==> src/rtl/chained_printable_shift_cipher_core_macros.svh <==
// assertion macros for the chained printable shift cipher core
`ifndef CHAINED_PRINTABLE_SHIFT_CIPHER_CORE_MACROS_SVH
`define CHAINED_PRINTABLE_SHIFT_CIPHER_CORE_MACROS_SVH

// condition must hold in the same cycle as the trigger
`define CPSC_ASSERT_NOW(label, ante, cons, msg) \
    label: assert property (@(posedge aclk) disable iff (!aresetn) (ante) |-> (cons)) \
        else $error(msg);

// condition must hold in the cycle after the trigger
`define CPSC_ASSERT_NEXT(label, ante, cons, msg) \
    label: assert property (@(posedge aclk) disable iff (!aresetn) (ante) |=> (cons)) \
        else $error(msg);

`endif

==> src/rtl/cpsc_pkg.sv <==
// shared types and constants of the chained printable shift cipher core
package cpsc_pkg;

    // field widths
    localparam int CHAR_W     = 7;
    localparam int SUM_W      = 14;
    localparam int CFG_LEN_W  = 6;
    localparam int CFG_IDX_W  = 1;
    localparam int CFG_DATA_W = 6;

    // divider operand widths: sums plus a character fit in the dividend
    localparam int DIVIDEND_W = 15;
    localparam int DIVISOR_W  = 7;

    // printable range
    localparam logic [CHAR_W-1:0] CHAR_LOW  = 7'd32;
    localparam logic [CHAR_W-1:0] CHAR_HIGH = 7'd126;
    localparam logic [CHAR_W-1:0] CHAR_SPAN = 7'd95;

    // item function codes
    localparam logic FUNC_LOAD = 1'b0;
    localparam logic FUNC_TEXT = 1'b1;

    // register indexes
    localparam logic [CFG_IDX_W-1:0] REG_KEY_LENGTH   = 1'b0;
    localparam logic [CFG_IDX_W-1:0] REG_DECRYPT_MODE = 1'b1;

    // divider request and response
    typedef struct packed {
        logic                  start;
        logic [DIVIDEND_W-1:0] dividend;
        logic [DIVISOR_W-1:0]  divisor;
    } div_req_t;

    typedef struct packed {
        logic                  busy;
        logic                  done;
        logic [DIVIDEND_W-1:0] quotient;
        logic [DIVISOR_W-1:0]  remainder;
    } div_rsp_t;

endpackage

==> src/rtl/cpsc_ram.sv <==
// generic single write port ram with registered read
module cpsc_ram #(
    parameter int WIDTH = 7,
    parameter int DEPTH = 32
) (
    input  logic                                       aclk,
    input  logic                                       we,
    input  logic [((DEPTH > 1) ? $clog2(DEPTH) : 1)-1:0] waddr,
    input  logic [WIDTH-1:0]                           wdata,
    input  logic [((DEPTH > 1) ? $clog2(DEPTH) : 1)-1:0] raddr,
    output logic [WIDTH-1:0]                           rdata
);

    logic [WIDTH-1:0] mem_reg [DEPTH];
    logic [WIDTH-1:0] rdata_reg;

    // write and registered read
    always_ff @(posedge aclk) begin
        if (we) begin
            mem_reg[waddr] <= wdata;
        end
        rdata_reg <= mem_reg[raddr];
    end

    assign rdata = rdata_reg;

endmodule

==> src/rtl/cpsc_div.sv <==
// iterative restoring divider, one quotient bit per cycle
module cpsc_div (
    input  logic               aclk,
    input  logic               aresetn,
    input  cpsc_pkg::div_req_t req,
    output cpsc_pkg::div_rsp_t rsp
);

    import cpsc_pkg::*;

    localparam int DCNT_W = $clog2(DIVIDEND_W);

    logic                  busy_reg;
    logic                  done_reg;
    logic [DCNT_W-1:0]     cnt_reg;
    logic [DIVIDEND_W-1:0] quo_reg;
    logic [DIVISOR_W-1:0]  rem_reg;
    logic [DIVISOR_W-1:0]  dsr_reg;

    logic [DIVISOR_W:0]    trial;
    logic [DIVISOR_W:0]    diff;
    logic                  fits;

    // one trial subtraction
    always_comb begin
        trial = {rem_reg, quo_reg[DIVIDEND_W-1]};
        diff  = trial - {1'b0, dsr_reg};
        fits  = (trial >= {1'b0, dsr_reg});
    end

    // step sequencing
    always_ff @(posedge aclk) begin
        if (!aresetn) begin
            busy_reg <= 1'b0;
            done_reg <= 1'b0;
            cnt_reg  <= '0;
        end else begin
            done_reg <= 1'b0;
            if (busy_reg) begin
                quo_reg <= {quo_reg[DIVIDEND_W-2:0], fits};
                rem_reg <= fits ? diff[DIVISOR_W-1:0] : trial[DIVISOR_W-1:0];
                cnt_reg <= cnt_reg + DCNT_W'(1);
                if (cnt_reg == DCNT_W'(DIVIDEND_W - 1)) begin
                    busy_reg <= 1'b0;
                    done_reg <= 1'b1;
                end
            end else if (req.start) begin
                quo_reg  <= req.dividend;
                rem_reg  <= '0;
                dsr_reg  <= req.divisor;
                cnt_reg  <= '0;
                busy_reg <= 1'b1;
            end
        end
    end

    assign rsp.busy      = busy_reg;
    assign rsp.done      = done_reg;
    assign rsp.quotient  = quo_reg;
    assign rsp.remainder = rem_reg;

endmodule

==> src/rtl/chained_printable_shift_cipher_core.sv <==
// top level of the chained printable shift cipher core
//
// Usage: a keyword is loaded as items with s_func low, one character each;
// the item with s_last set ends the keyword. Text items (s_func high) then
// each give one result on m_out_char/m_out_last; s_last ends a message and
// restarts the key chain from the keyword. Load items give no result.
// Registers: index 0 key_length (block length), index 1 decrypt_mode,
// written on the cfg channel, which is always ready; write only while idle.
// A load item that ends the keyword also copies the keyword into the current
// key ram. A text item runs on the shared one-bit-per-cycle divider: two
// shift divisions always, plus up to two more for the modulo-95 wrap. The
// first item of a block adds the sum sweep; the last item of a block or
// message adds the key copy through the ram.
// Reset clears the control state and the sums; key rams are not cleared.
// A stalled result is held in the output register; the next item is still
// accepted and worked on, and its result waits until the register is free.
`include "chained_printable_shift_cipher_core_macros.svh"

module chained_printable_shift_cipher_core #(
    parameter int KEY_MAX = 32
) (
    input  logic                            aclk,
    input  logic                            aresetn,
    input  logic                            cfg_valid,
    output logic                            cfg_ready,
    input  logic [cpsc_pkg::CFG_IDX_W-1:0]  cfg_index,
    input  logic [cpsc_pkg::CFG_DATA_W-1:0] cfg_data,
    input  logic                            s_valid,
    output logic                            s_ready,
    input  logic                            s_func,
    input  logic [cpsc_pkg::CHAR_W-1:0]     s_text_char,
    input  logic                            s_last,
    output logic                            m_valid,
    input  logic                            m_ready,
    output logic [cpsc_pkg::CHAR_W-1:0]     m_out_char,
    output logic                            m_out_last
);

    import cpsc_pkg::*;

    localparam int KIDX_W = (KEY_MAX > 1) ? $clog2(KEY_MAX) : 1;
    localparam int CNT_W  = (CFG_LEN_W > $clog2(KEY_MAX + 1)) ? CFG_LEN_W
                                                              : $clog2(KEY_MAX + 1);
    localparam logic [CNT_W-1:0] KEY_MAX_C = CNT_W'(KEY_MAX);

    typedef enum logic [3:0] {
        ST_IDLE,
        ST_LOAD,
        ST_SUM,
        ST_FETCH,
        ST_DIV_CUR,
        ST_SHIFT_OUT,
        ST_WRAP_OUT,
        ST_DIV_BASE,
        ST_SHIFT_KEY,
        ST_WRAP_KEY,
        ST_WRITE,
        ST_COPY
    } state_t;

    state_t                state_reg;

    // configuration
    logic [CFG_LEN_W-1:0]  key_length_reg;
    logic                  decrypt_mode_reg;

    // chain state
    logic [CNT_W-1:0]      load_cnt_reg;
    logic [KIDX_W-1:0]     pos_reg;
    logic [SUM_W-1:0]      cur_sum_reg;
    logic [SUM_W-1:0]      base_sum_reg;

    // item being worked on
    logic                  last_reg;
    logic [CHAR_W-1:0]     char_reg;
    logic [KIDX_W-1:0]     p_reg;
    logic [CHAR_W-1:0]     kb_reg;
    logic [CHAR_W-1:0]     kc_reg;
    logic [DIVIDEND_W-1:0] sh_reg;
    logic [DIVIDEND_W-1:0] wrap_dvd_reg;
    logic [CHAR_W-1:0]     res_reg;
    logic [CHAR_W-1:0]     nk_reg;
    logic                  div_run_reg;

    // sweeps over the key rams
    logic [CNT_W-1:0]      sweep_reg;
    logic                  rd_vld_reg;
    logic                  rd_odd_reg;
    logic [KIDX_W-1:0]     wr_addr_reg;
    logic                  copy_next_reg;

    // output register
    logic                  m_valid_reg;
    logic [CHAR_W-1:0]     m_char_reg;
    logic                  m_last_reg;

    logic [CNT_W-1:0]      eff_len;
    logic [KIDX_W-1:0]     p_sel;
    logic [CNT_W-1:0]      p_inc;
    logic                  out_free;
    logic [KIDX_W-1:0]     sweep_idx;

    logic                  base_we;
    logic [KIDX_W-1:0]     base_raddr;
    logic [CHAR_W-1:0]     base_rdata;
    logic                  cur_we;
    logic [KIDX_W-1:0]     cur_raddr;
    logic [CHAR_W-1:0]     cur_wdata;
    logic [CHAR_W-1:0]     cur_rdata;
    logic                  next_we;
    logic [CHAR_W-1:0]     next_rdata;

    logic [CHAR_W-1:0]     sh_c;
    logic                  sh_back;
    logic [DIVIDEND_W:0]   fwd_sum;
    logic [DIVIDEND_W:0]   back_lim;
    logic [DIVIDEND_W:0]   back_dvd;
    logic                  wrap_needed;
    logic [DIVIDEND_W-1:0] wrap_dvd;
    logic [CHAR_W-1:0]     direct_char;
    logic [DIVIDEND_W-1:0] div_shift;

    div_req_t              div_req;
    div_rsp_t              div_rsp;

    // effective block length and position of an incoming text item
    always_comb begin
        if (key_length_reg == '0) begin
            eff_len = CNT_W'(1);
        end else if (CNT_W'(key_length_reg) > KEY_MAX_C) begin
            eff_len = KEY_MAX_C;
        end else begin
            eff_len = CNT_W'(key_length_reg);
        end
        p_sel     = (CNT_W'(pos_reg) >= eff_len) ? '0 : pos_reg;
        p_inc     = CNT_W'(p_reg) + CNT_W'(1);
        out_free  = !m_valid_reg || m_ready;
        sweep_idx = sweep_reg[KIDX_W-1:0];
    end

    // key ram ports
    always_comb begin
        base_we    = (state_reg == ST_LOAD) && (load_cnt_reg < KEY_MAX_C);
        base_raddr = ((state_reg == ST_SUM) || (state_reg == ST_COPY)) ? sweep_idx : p_reg;
        cur_we     = (state_reg == ST_COPY) && rd_vld_reg;
        cur_wdata  = copy_next_reg ? next_rdata : base_rdata;
        cur_raddr  = (state_reg == ST_SUM) ? sweep_idx : p_reg;
        next_we    = (state_reg == ST_WRITE) && out_free;
    end

    cpsc_ram #(.WIDTH(CHAR_W), .DEPTH(KEY_MAX)) u_base_ram (
        .aclk  (aclk),
        .we    (base_we),
        .waddr (load_cnt_reg[KIDX_W-1:0]),
        .wdata (char_reg),
        .raddr (base_raddr),
        .rdata (base_rdata)
    );

    cpsc_ram #(.WIDTH(CHAR_W), .DEPTH(KEY_MAX)) u_cur_ram (
        .aclk  (aclk),
        .we    (cur_we),
        .waddr (wr_addr_reg),
        .wdata (cur_wdata),
        .raddr (cur_raddr),
        .rdata (cur_rdata)
    );

    cpsc_ram #(.WIDTH(CHAR_W), .DEPTH(KEY_MAX)) u_next_ram (
        .aclk  (aclk),
        .we    (next_we),
        .waddr (p_reg),
        .wdata (nk_reg),
        .raddr (sweep_idx),
        .rdata (next_rdata)
    );

    // shift step: direct result or dividend for the modulo-95 wrap
    always_comb begin
        sh_back = (state_reg == ST_SHIFT_OUT) && decrypt_mode_reg;
        sh_c    = ((state_reg == ST_SHIFT_KEY) && !decrypt_mode_reg) ? res_reg : char_reg;
        fwd_sum  = (DIVIDEND_W + 1)'(sh_c) + (DIVIDEND_W + 1)'(sh_reg);
        back_lim = (DIVIDEND_W + 1)'(sh_reg) + (DIVIDEND_W + 1)'(CHAR_LOW);
        back_dvd = (DIVIDEND_W + 1)'(sh_reg) + (DIVIDEND_W + 1)'(CHAR_HIGH)
                 - (DIVIDEND_W + 1)'(sh_c);
        if (sh_back) begin
            wrap_needed = back_lim > (DIVIDEND_W + 1)'(sh_c);
            wrap_dvd    = back_dvd[DIVIDEND_W-1:0];
            direct_char = sh_c - sh_reg[CHAR_W-1:0];
        end else begin
            wrap_needed = fwd_sum > (DIVIDEND_W + 1)'(CHAR_HIGH);
            wrap_dvd    = DIVIDEND_W'(fwd_sum - (DIVIDEND_W + 1)'(CHAR_LOW));
            direct_char = fwd_sum[CHAR_W-1:0];
        end
    end

    // divider request
    always_comb begin
        div_req.start    = 1'b0;
        div_req.dividend = wrap_dvd_reg;
        div_req.divisor  = CHAR_SPAN;
        case (state_reg) inside
            ST_DIV_CUR: begin
                div_req.start    = !div_run_reg;
                div_req.dividend = DIVIDEND_W'(cur_sum_reg);
                div_req.divisor  = cur_rdata;
            end
            ST_DIV_BASE: begin
                div_req.start    = !div_run_reg;
                div_req.dividend = DIVIDEND_W'(base_sum_reg);
                div_req.divisor  = kb_reg;
            end
            ST_WRAP_OUT, ST_WRAP_KEY: begin
                div_req.start    = !div_run_reg;
            end
            default: begin
                div_req.start    = 1'b0;
            end
        endcase
        div_shift = div_rsp.quotient + DIVIDEND_W'(div_rsp.remainder);
    end

    cpsc_div u_div (
        .aclk    (aclk),
        .aresetn (aresetn),
        .req     (div_req),
        .rsp     (div_rsp)
    );

    // sequencer, chain state and output register
    always_ff @(posedge aclk) begin
        if (!aresetn) begin
            state_reg        <= ST_IDLE;
            key_length_reg   <= CFG_LEN_W'(1);
            decrypt_mode_reg <= 1'b0;
            load_cnt_reg     <= '0;
            pos_reg          <= '0;
            cur_sum_reg      <= '0;
            base_sum_reg     <= '0;
            div_run_reg      <= 1'b0;
            rd_vld_reg       <= 1'b0;
            m_valid_reg      <= 1'b0;
        end else begin
            // configuration writes
            if (cfg_valid) begin
                unique case (cfg_index)
                    REG_KEY_LENGTH:   key_length_reg   <= cfg_data;
                    REG_DECRYPT_MODE: decrypt_mode_reg <= cfg_data[0];
                    default:          key_length_reg   <= key_length_reg;
                endcase
            end

            // output valid: set from the write state, cleared by a transfer
            if ((state_reg == ST_WRITE) && out_free) begin
                m_valid_reg <= 1'b1;
            end else if (m_ready) begin
                m_valid_reg <= 1'b0;
            end

            unique case (state_reg)
                ST_IDLE: begin
                    if (s_valid) begin
                        char_reg <= s_text_char;
                        last_reg <= s_last;
                        p_reg    <= p_sel;
                        if (s_func == FUNC_LOAD) begin
                            state_reg <= ST_LOAD;
                        end else if (p_sel == '0) begin
                            sweep_reg    <= '0;
                            rd_vld_reg   <= 1'b0;
                            cur_sum_reg  <= '0;
                            base_sum_reg <= '0;
                            state_reg    <= ST_SUM;
                        end else begin
                            state_reg <= ST_FETCH;
                        end
                    end
                end

                ST_LOAD: begin
                    if (last_reg) begin
                        load_cnt_reg  <= '0;
                        pos_reg       <= '0;
                        copy_next_reg <= 1'b0;
                        sweep_reg     <= '0;
                        rd_vld_reg    <= 1'b0;
                        state_reg     <= ST_COPY;
                    end else begin
                        if (load_cnt_reg < KEY_MAX_C) begin
                            load_cnt_reg <= load_cnt_reg + CNT_W'(1);
                        end
                        state_reg <= ST_IDLE;
                    end
                end

                // weighted sums of current and base key, one entry a cycle
                ST_SUM: begin
                    if (sweep_reg < eff_len) begin
                        sweep_reg  <= sweep_reg + CNT_W'(1);
                        rd_vld_reg <= 1'b1;
                        rd_odd_reg <= sweep_reg[0];
                    end else begin
                        rd_vld_reg <= 1'b0;
                    end
                    if (rd_vld_reg) begin
                        cur_sum_reg  <= cur_sum_reg + (rd_odd_reg ? SUM_W'({cur_rdata, 1'b0})
                                                                  : SUM_W'(cur_rdata));
                        base_sum_reg <= base_sum_reg + (rd_odd_reg ? SUM_W'({base_rdata, 1'b0})
                                                                   : SUM_W'(base_rdata));
                    end
                    if ((sweep_reg >= eff_len) && !rd_vld_reg) begin
                        state_reg <= ST_FETCH;
                    end
                end

                ST_FETCH: begin
                    state_reg <= ST_DIV_CUR;
                end

                // shift from the current key
                ST_DIV_CUR: begin
                    if (!div_run_reg) begin
                        kc_reg      <= cur_rdata;
                        kb_reg      <= base_rdata;
                        div_run_reg <= 1'b1;
                    end else if (div_rsp.done) begin
                        div_run_reg <= 1'b0;
                        sh_reg      <= (kc_reg == '0) ? '0 : div_shift;
                        state_reg   <= ST_SHIFT_OUT;
                    end
                end

                ST_SHIFT_OUT: begin
                    wrap_dvd_reg <= wrap_dvd;
                    res_reg      <= direct_char;
                    state_reg    <= wrap_needed ? ST_WRAP_OUT : ST_DIV_BASE;
                end

                ST_WRAP_OUT: begin
                    if (!div_run_reg) begin
                        div_run_reg <= 1'b1;
                    end else if (div_rsp.done) begin
                        div_run_reg <= 1'b0;
                        res_reg     <= decrypt_mode_reg ? (CHAR_HIGH - div_rsp.remainder)
                                                        : (CHAR_LOW + div_rsp.remainder);
                        state_reg   <= ST_DIV_BASE;
                    end
                end

                // shift from the base key for the next key entry
                ST_DIV_BASE: begin
                    if (!div_run_reg) begin
                        div_run_reg <= 1'b1;
                    end else if (div_rsp.done) begin
                        div_run_reg <= 1'b0;
                        sh_reg      <= (kb_reg == '0) ? '0 : div_shift;
                        state_reg   <= ST_SHIFT_KEY;
                    end
                end

                ST_SHIFT_KEY: begin
                    wrap_dvd_reg <= wrap_dvd;
                    nk_reg       <= direct_char;
                    state_reg    <= wrap_needed ? ST_WRAP_KEY : ST_WRITE;
                end

                ST_WRAP_KEY: begin
                    if (!div_run_reg) begin
                        div_run_reg <= 1'b1;
                    end else if (div_rsp.done) begin
                        div_run_reg <= 1'b0;
                        nk_reg      <= CHAR_LOW + div_rsp.remainder;
                        state_reg   <= ST_WRITE;
                    end
                end

                // store next key entry, hand out result, advance the block
                ST_WRITE: begin
                    if (out_free) begin
                        m_char_reg  <= res_reg;
                        m_last_reg  <= last_reg;
                        sweep_reg   <= '0;
                        rd_vld_reg  <= 1'b0;
                        if (last_reg) begin
                            pos_reg       <= '0;
                            copy_next_reg <= 1'b0;
                            state_reg     <= ST_COPY;
                        end else if (p_inc >= eff_len) begin
                            pos_reg       <= '0;
                            copy_next_reg <= 1'b1;
                            state_reg     <= ST_COPY;
                        end else begin
                            pos_reg   <= p_inc[KIDX_W-1:0];
                            state_reg <= ST_IDLE;
                        end
                    end
                end

                // copy base or next key into the current key ram
                ST_COPY: begin
                    if (sweep_reg < KEY_MAX_C) begin
                        sweep_reg   <= sweep_reg + CNT_W'(1);
                        rd_vld_reg  <= 1'b1;
                        wr_addr_reg <= sweep_idx;
                    end else begin
                        rd_vld_reg <= 1'b0;
                    end
                    if ((sweep_reg >= KEY_MAX_C) && !rd_vld_reg) begin
                        state_reg <= ST_IDLE;
                    end
                end

                default: begin
                    state_reg <= ST_IDLE;
                end
            endcase
        end
    end

    assign cfg_ready  = 1'b1;
    assign s_ready    = (state_reg == ST_IDLE);
    assign m_valid    = m_valid_reg;
    assign m_out_char = m_char_reg;
    assign m_out_last = m_last_reg;

    // checks
    `CPSC_ASSERT_NOW(a_idle_div_quiet, state_reg == ST_IDLE, !div_rsp.busy, "divider busy while idle")
    `CPSC_ASSERT_NOW(a_out_from_write, $rose(m_valid_reg), $past(state_reg) == ST_WRITE, "result raised outside write state")
    `CPSC_ASSERT_NEXT(a_write_outputs, (state_reg == ST_WRITE) && out_free, m_valid_reg, "write state did not present result")
    `CPSC_ASSERT_NOW(a_load_bound, 1'b1, load_cnt_reg <= KEY_MAX_C, "keyword load count past capacity")

endmodule
==> config.mk <==
export PLATFORM = sky130hd
export DESIGN_NAME = chained_printable_shift_cipher_core
export DESIGN_NICKNAME = d
export VERILOG_FILES = /design/src/rtl/cpsc_pkg.sv /design/src/rtl/cpsc_ram.sv /design/src/rtl/cpsc_div.sv /design/src/rtl/chained_printable_shift_cipher_core.sv
export VERILOG_INCLUDE_DIRS = /design/src /design/src/rtl
export SDC_FILE = /design/constraint.sdc
export NUM_CORES = 1
export LEC_CHECK = 0
export BUFFER_PORTS_ARGS = -buffer_cell sky130_fd_sc_hd__clkbuf_2
export CELL_PAD_IN_SITES_DETAIL_PLACEMENT = 1
export CELL_PAD_IN_SITES_GLOBAL_PLACEMENT = 2
export CORE_ASPECT_RATIO = 1.2
export CORE_MARGIN = 2
export CORE_UTILIZATION = 35
export DETAILED_ROUTE_END_ITERATION = 12
export PLACE_DENSITY = 0.71
export SKIP_CTS_REPAIR_TIMING = 1
export SLEW_MARGIN = 30
export SYNTH_ARGS = -nofsm -noshare
export SYNTH_HDL_FRONTEND = slang
export SYNTH_SLANG_ARGS = --single-unit
==> constraint.sdc <==
create_clock -name aclk -period 6.47 [get_ports aclk]
set_input_delay 0.3235 -clock aclk [delete_from_list [all_inputs] [get_ports aclk]]
set_output_delay 0.3235 -clock aclk [all_outputs]
set_load 0.005 [all_outputs]
Word level (Yosys, flattened, before mapping)
Memory sizes are Yosys's and may differ from the RTL's. A register that Yosys moved wholly into a read port is not among the register bits.
Index checks and enable logic that the tools add are counted.

word-level totals
  memory bits (read-only) = 0
  logic and storage cells = 252
  bits of input ports = 21
  flip-flop bits (word level) = 180
  memories = 3
  bits in latches = 0
  memory bits (writable) = 672

operators by class
  add/subtract/negate cells = 16
  order comparisons = 11
  equal/unequal tests = 31
  shifts and indexed selects = 0
  bitwise operators = 3
  $mul = 0
  divide/modulo/power cells = 0
  muxes and demuxes = 106
  reduce and logical (&&, ||, !) cells = 51

memories
  name                words  width  rd ports  clocked after Yosys merged registers in  wr ports  RTL line        source
  u_base_ram.mem_reg  32     7      1         1                                        1         cpsc_ram.sv:14  logic [WIDTH-1:0] mem_reg [DEPTH];
  u_cur_ram.mem_reg   32     7      1         1                                        1         cpsc_ram.sv:14
  u_next_ram.mem_reg  32     7      1         1                                        1         cpsc_ram.sv:14

operator list
  operator                                               number
  2-to-1 mux 15 bit                                      9
  2-to-1 mux 7 bit                                       11
  2-to-1 mux 14 bit                                      5
  2-to-1 mux 4 bit                                       17
  2-to-1 mux 6 bit                                       11
  one-hot mux 14 bit (2 select lines)                    2
  one-hot mux 4 bit (12 select lines)                    1
  2-to-1 mux 22 bit                                      2
  2-to-1 mux 5 bit                                       7
  2-to-1 mux 1 bit                                       30
  one-hot mux 15 bit (2 select lines)                    1
  one-hot mux 6 bit (5 select lines)                     1
  adder 14 x 8 -> 14 bit                                 2
  one-hot mux 7 bit (2 select lines)                     2
  AND reduction 3 bit                                    7
  equality test 4 bit, second input constant             5
  inequality test 2 x 1 -> 1 bit, second input constant  10
  adder 15 x 6 -> 16 bit, second input constant          1
  adder 7 x 15 -> 16 bit                                 1
  equality test 4 x 3 -> 1 bit, second input constant    4
  > comparator 16 x 7 -> 1 bit                           1
  > comparator 16 x 7 -> 1 bit, second input constant    1
  2-to-1 mux 8 bit                                       2
  inequality test 2 bit, second input constant           8
  other kinds (42)                                       77

Depth between registers and ports, before layout
  depth in word-level cells = 10
  gate-level depth with buffers = 16
  gate-level depth less buffers = 15

Cells and area by module
From an unflattened synthesis, not the netlist that was laid out.

second synthesis, totals
  cells, all modules = 2384
  area, all modules = 38802.2 µm²

by module, submodules not included
  module                               cells each  times used  area an instance (µm²)
  cpsc_ram                             370         3           8833.5
  chained_printable_shift_cipher_core  1121        1           10465.0
  cpsc_div                             153         1           1836.8

Worst setup path before layout
OpenSTA, ideal clock, no wires.

  kind = register to register
  from = register state_reg[2]
  to = register wrap_dvd_reg[13] (data pin)
  data arrival time = 4.329 ns
  path buffers = 2
  required time = 6.200 ns
  stages on the path, launching flop included = 17
  library setup time = 0.270 ns
  clock period less this slack = 4.599 ns
  path slack = 1.871 ns
  cells stage by stage = dfxtp_1 -> buf_2 -> clkbuf_1 -> nor4_1 -> mux2_2 -> ha_1 -> inv_1 -> ha_1 -> fa_1 -> a21o_1 -> a21oi_1 -> o21ai_0 -> a311o_1 -> a2111oi_0 -> nor3_1 -> xnor2_1 -> mux2i_1

on the way
  word-level cells in the longest chain between the ends = 6
  elaborated cells on any way between the ends = 9
  classes of those cells = add/sub: 3; eq/ne: 2; mux: 2; reduce/logical: 2

ends and longest elaborated chain
  what                         RTL line                                    source
  from (decl)                  chained_printable_shift_cipher_core.sv:61   state_t state_reg;
  from (signal assigned)       chained_printable_shift_cipher_core.sv:336  state_reg <= wrap_needed ? ST_WRAP_OUT : ST_DIV_BASE;
  from (signal assigned)       chained_printable_shift_cipher_core.sv:364  state_reg <= wrap_needed ? ST_WRAP_KEY : ST_WRITE;
  equality test 4 bit          chained_printable_shift_cipher_core.sv:181  sh_c = ((state_reg == ST_SHIFT_KEY) && !decrypt_mode_reg) ? res_reg : char_reg;
  logical AND 1 bit            chained_printable_shift_cipher_core.sv:181
  2-to-1 mux 7 bit             chained_printable_shift_cipher_core.sv:181
  adder 7 x 15 -> 16 bit       chained_printable_shift_cipher_core.sv:182  fwd_sum = (DIVIDEND_W + 1)'(sh_c) + (DIVIDEND_W + 1)'(sh_reg);
  subtractor 15 x 6 -> 15 bit  chained_printable_shift_cipher_core.sv:192  wrap_dvd = DIVIDEND_W'(fwd_sum - (DIVIDEND_W + 1)'(CHAR_LOW));
  2-to-1 mux 15 bit *          chained_printable_shift_cipher_core.sv:186  if (sh_back) begin
  named net wrap_dvd[13]       chained_printable_shift_cipher_core.sv:119  logic [DIVIDEND_W-1:0] wrap_dvd;
  to (signal assigned)         chained_printable_shift_cipher_core.sv:334  wrap_dvd_reg <= wrap_dvd;
  to (signal assigned)         chained_printable_shift_cipher_core.sv:362  wrap_dvd_reg <= wrap_dvd;
  to (decl)                    chained_printable_shift_cipher_core.sv:80   logic [DIVIDEND_W-1:0] wrap_dvd_reg;

Mark *: on every way through the listed nets, which the timed path passes. The rest lies on a longest branch.
A chain may end at the register's enable or synchronous reset.

Worst setup path after layout
  from = register state_reg[3]
  to = register wrap_dvd_reg[13] (data pin)

Same word-level chain as after synthesis.

==> impl_metrics.toml <==
[run_status]
run_status = "complete, but fails checks"
failed_checks = "hold timing"

[worst_setup_path]
required_ns = 6.88
startpoint_type = "register"
critical_path_arrival_ns = 5.46
crit_type = "reg2reg"
critical_path.max_fanout = 13
cp-end-kind = "register"

[cells_and_area]
sequential_cell_area_um2 = 25400
layout.cells.most_common_list = "edfxtp_1 (793), nor2_1 (242), nand2_1 (241)"
multiInputGateArea_um2 = 12500
syn_to_final_growth_pct = 12.8
num_antenna_cells = 0
drive_above_1_share_pct = 16.8
design.final.nets = 2758
most_common_library_cell_in_the_layout_ignoring_fill_and_taps = "edfxtp_1"
fillers = 11000

[logic_synthesis]
synth.distinct_cells = 78
share_of_the_synthesized_area_in_the_top_cell_type_pct = 61.6
yosys_most_used_dff = "edfxtp_1"
synthesis.area_um2 = 38600
netlist_instances = 2567
postSynthAreaPerCell_um2 = 15.0
synth_top_cell_by_area = "edfxtp_1"
yosys-top-cells-area = "edfxtp_1 (62%), mux4_2 (11%), dfxtp_1 (4.1%)"
ys_ff_latch = 873
synth_async_sr_flop_share_pct = 0
number_of_synthesized_flops_with_an_enable_pin = 793
count_of_synthesis_stage_warnings_from_yosys = 0
mappedNetlistNets = 2702
seq_area_frac_synth_pct = 65.8

[sta]
post-route-period-util_pct = 78.1
grt_setup_unrepaired = "false"
sum_neg_setup_slack_ns = 0
timing.clock.skew_ns = 0.0395
maxSlewHeadroom_pct = 37.9
post-route-min-period_ns = 5.05
finalMaxSlewViolations = 0
hold_violations = 1
achievable-frequency_ghz = 0.198
tightest_slew_ns = 0.932
setup_violations = 0
worst_hold_slack_ns = -0.00279

[cts]
cts.sinks = 873
max-clock-path-buffers = 3
buffer_cell_driving_the_clock_tree_root = "clkbuf_16"
cts_htree_levels = 3
clock_insertion_delay_worst_skew_ns = 0.71
cts_tree = "done"
worst_setup_hold_path_clk_slew_ns = 0.06
cts_buffer_count = 88

[global_routing]
gr-max-usage-layer = "met2"
grtUsageMet1_pct = 23.0
wire_length_of_the_first_global_routing_pass_um = 152000
grt_pass1_vias = 23500
use_met3_pct = 2.31
global_route.overflow_total = 0
globalRouteTotalUtil_pct = 17.9
antenna_found_initial = 0
largest_net_degree_at_the_start_of_global_routing = 60
grtUsageMet2_pct = 31.2

[pwr]
power.leakage_uw = 0.0145
switching_power_uw = 4890
sw_frac_of_total_pct = 30.4
share_clk_of_total_power_pct = 32.7
intPower_uw = 11200
p_per_area_nw_per_um2 = 369
comb_power_share_pct = 24.2
seq_power_share_pct = 43.2
ir_drop_mv = 0.224

[route]
drt_iter0_drc = 1694
route.vias.total = 21800
remaining_drc_errors = 0
wire_per_inst_um = 24.3
postRouteWirelength_um = 99800
drt-pass1-iter-count = 5
drtAntennaViolNets = 0
avgViaCountPerCell = 5.31

[placement]
port_buffers = 30
place_hpwl_um = 66900
gpl.final_weighted_congestion = 0.833

[die]
design.portCount = 32
initial_utilization_pct = 35.3
die_w_um = 307
core_area_um2 = 109000
die-area_um2 = 113000
rows = 133
die_height_um = 368

[min_path]
timing.hold.worst.class = "in2reg"

[job]
cap_viol_max_count = 0
-- cell usage after synthesis, types with 42 or more instances --
cell type and instances:
nor2_1 245, clkbuf_1 76, mux4_2 182, mux2i_1 42, nand2_1 241, o21ai_0 61
edfxtp_1 793, nand3_1 80, dfxtp_1 80, ha_1 102, xnor2_1 51, a21oi_1 101
inv_1 73
-- routing by layer --
layer	wire length (µm)	vias up
li1	-	9898
met1	42700	11400
met2	51300	369
met3	3150	133
met4	2650	0
met5	0	-
-- worst paths after layout --
path              cells past startpoint                    startpoint                              to  slack (ns)
setup / recovery                     15     state_reg[3]$_SDFFE_PN0P_      wrap_dvd_reg[13]$_DFFE_PP_        1.42
setup reg to reg                     15     state_reg[3]$_SDFFE_PN0P_      wrap_dvd_reg[13]$_DFFE_PP_        1.42
hold reg to reg                       2  base_sum_reg[3]$_SDFFE_PN0P_    base_sum_reg[3]$_SDFFE_PN0P_        0.48
hold / removal                        3                   cfg_data[5]  key_length_reg[5]$_SDFFE_PN0P_      -0.003
-- final cells by class --
class                      count  area share (%)
sequential                   873            58.3
inverter                      75           0.646
tap                         1417            4.07
clock inverter                44            1.28
clock buffer                 115            5.55
multi-input combinational   1502            28.7
timing repair buffer          83            1.41
-- power groups by stage --
stage	clock network [µW]	logic (µW)	registers (µW)
CTS	5370	3950	6960
detailed placement	0	3930	7080
global route	5570	4250	6970
floorplan	0	2750	6890
finish	5260	3890	6940
global placement	0	3820	7080
-- logic make-up after synthesis --
group	share of synthesized area (%)
flops	65.8
simple gates	8.82
compound gates	4.78
mux	12.7
buf+inv	2.01
fa+ha+maj	3.93
xor+xnor	1.95
other cells	0.00971
-- metrics by stage --
step / utilization [%] / worst slack [ns] / power, µW / instances / instance area (µm²)
after floorplan: - / 1.87 / 9630 / 2567 / 38600
after global placement: 36.9 / 1.39 / 10900 / 3934 / 40400
after detailed placement: 37.0 / 1.44 / 11000 / 3938 / 40500
after CTS: 39.7 / 1.46 / 16300 / 4097 / 43500
after global routing: 39.8 / 1.23 / 16800 / 4109 / 43600
final: 39.8 / 1.42 / 16100 / 4109 / 43600
-- critical path, cell delays in order, from the launching register on --
cell,delay (ns)
dfxtp_1,0.57
nand2b_1,0.21
nor4_1,0.31
buf_4,0.24
mux2_2,0.40
ha_1,0.48
inv_1,0.16
fa_1,0.50
a21o_1,0.19
a21oi_1,0.26
o21ai_0,0.23
a311o_1,0.44
a2111oi_0,0.38
nor3_1,0.12
xnor2_1,0.18
mux2i_1,0.10
Note: power is estimated with default switching activity, not from simulation.
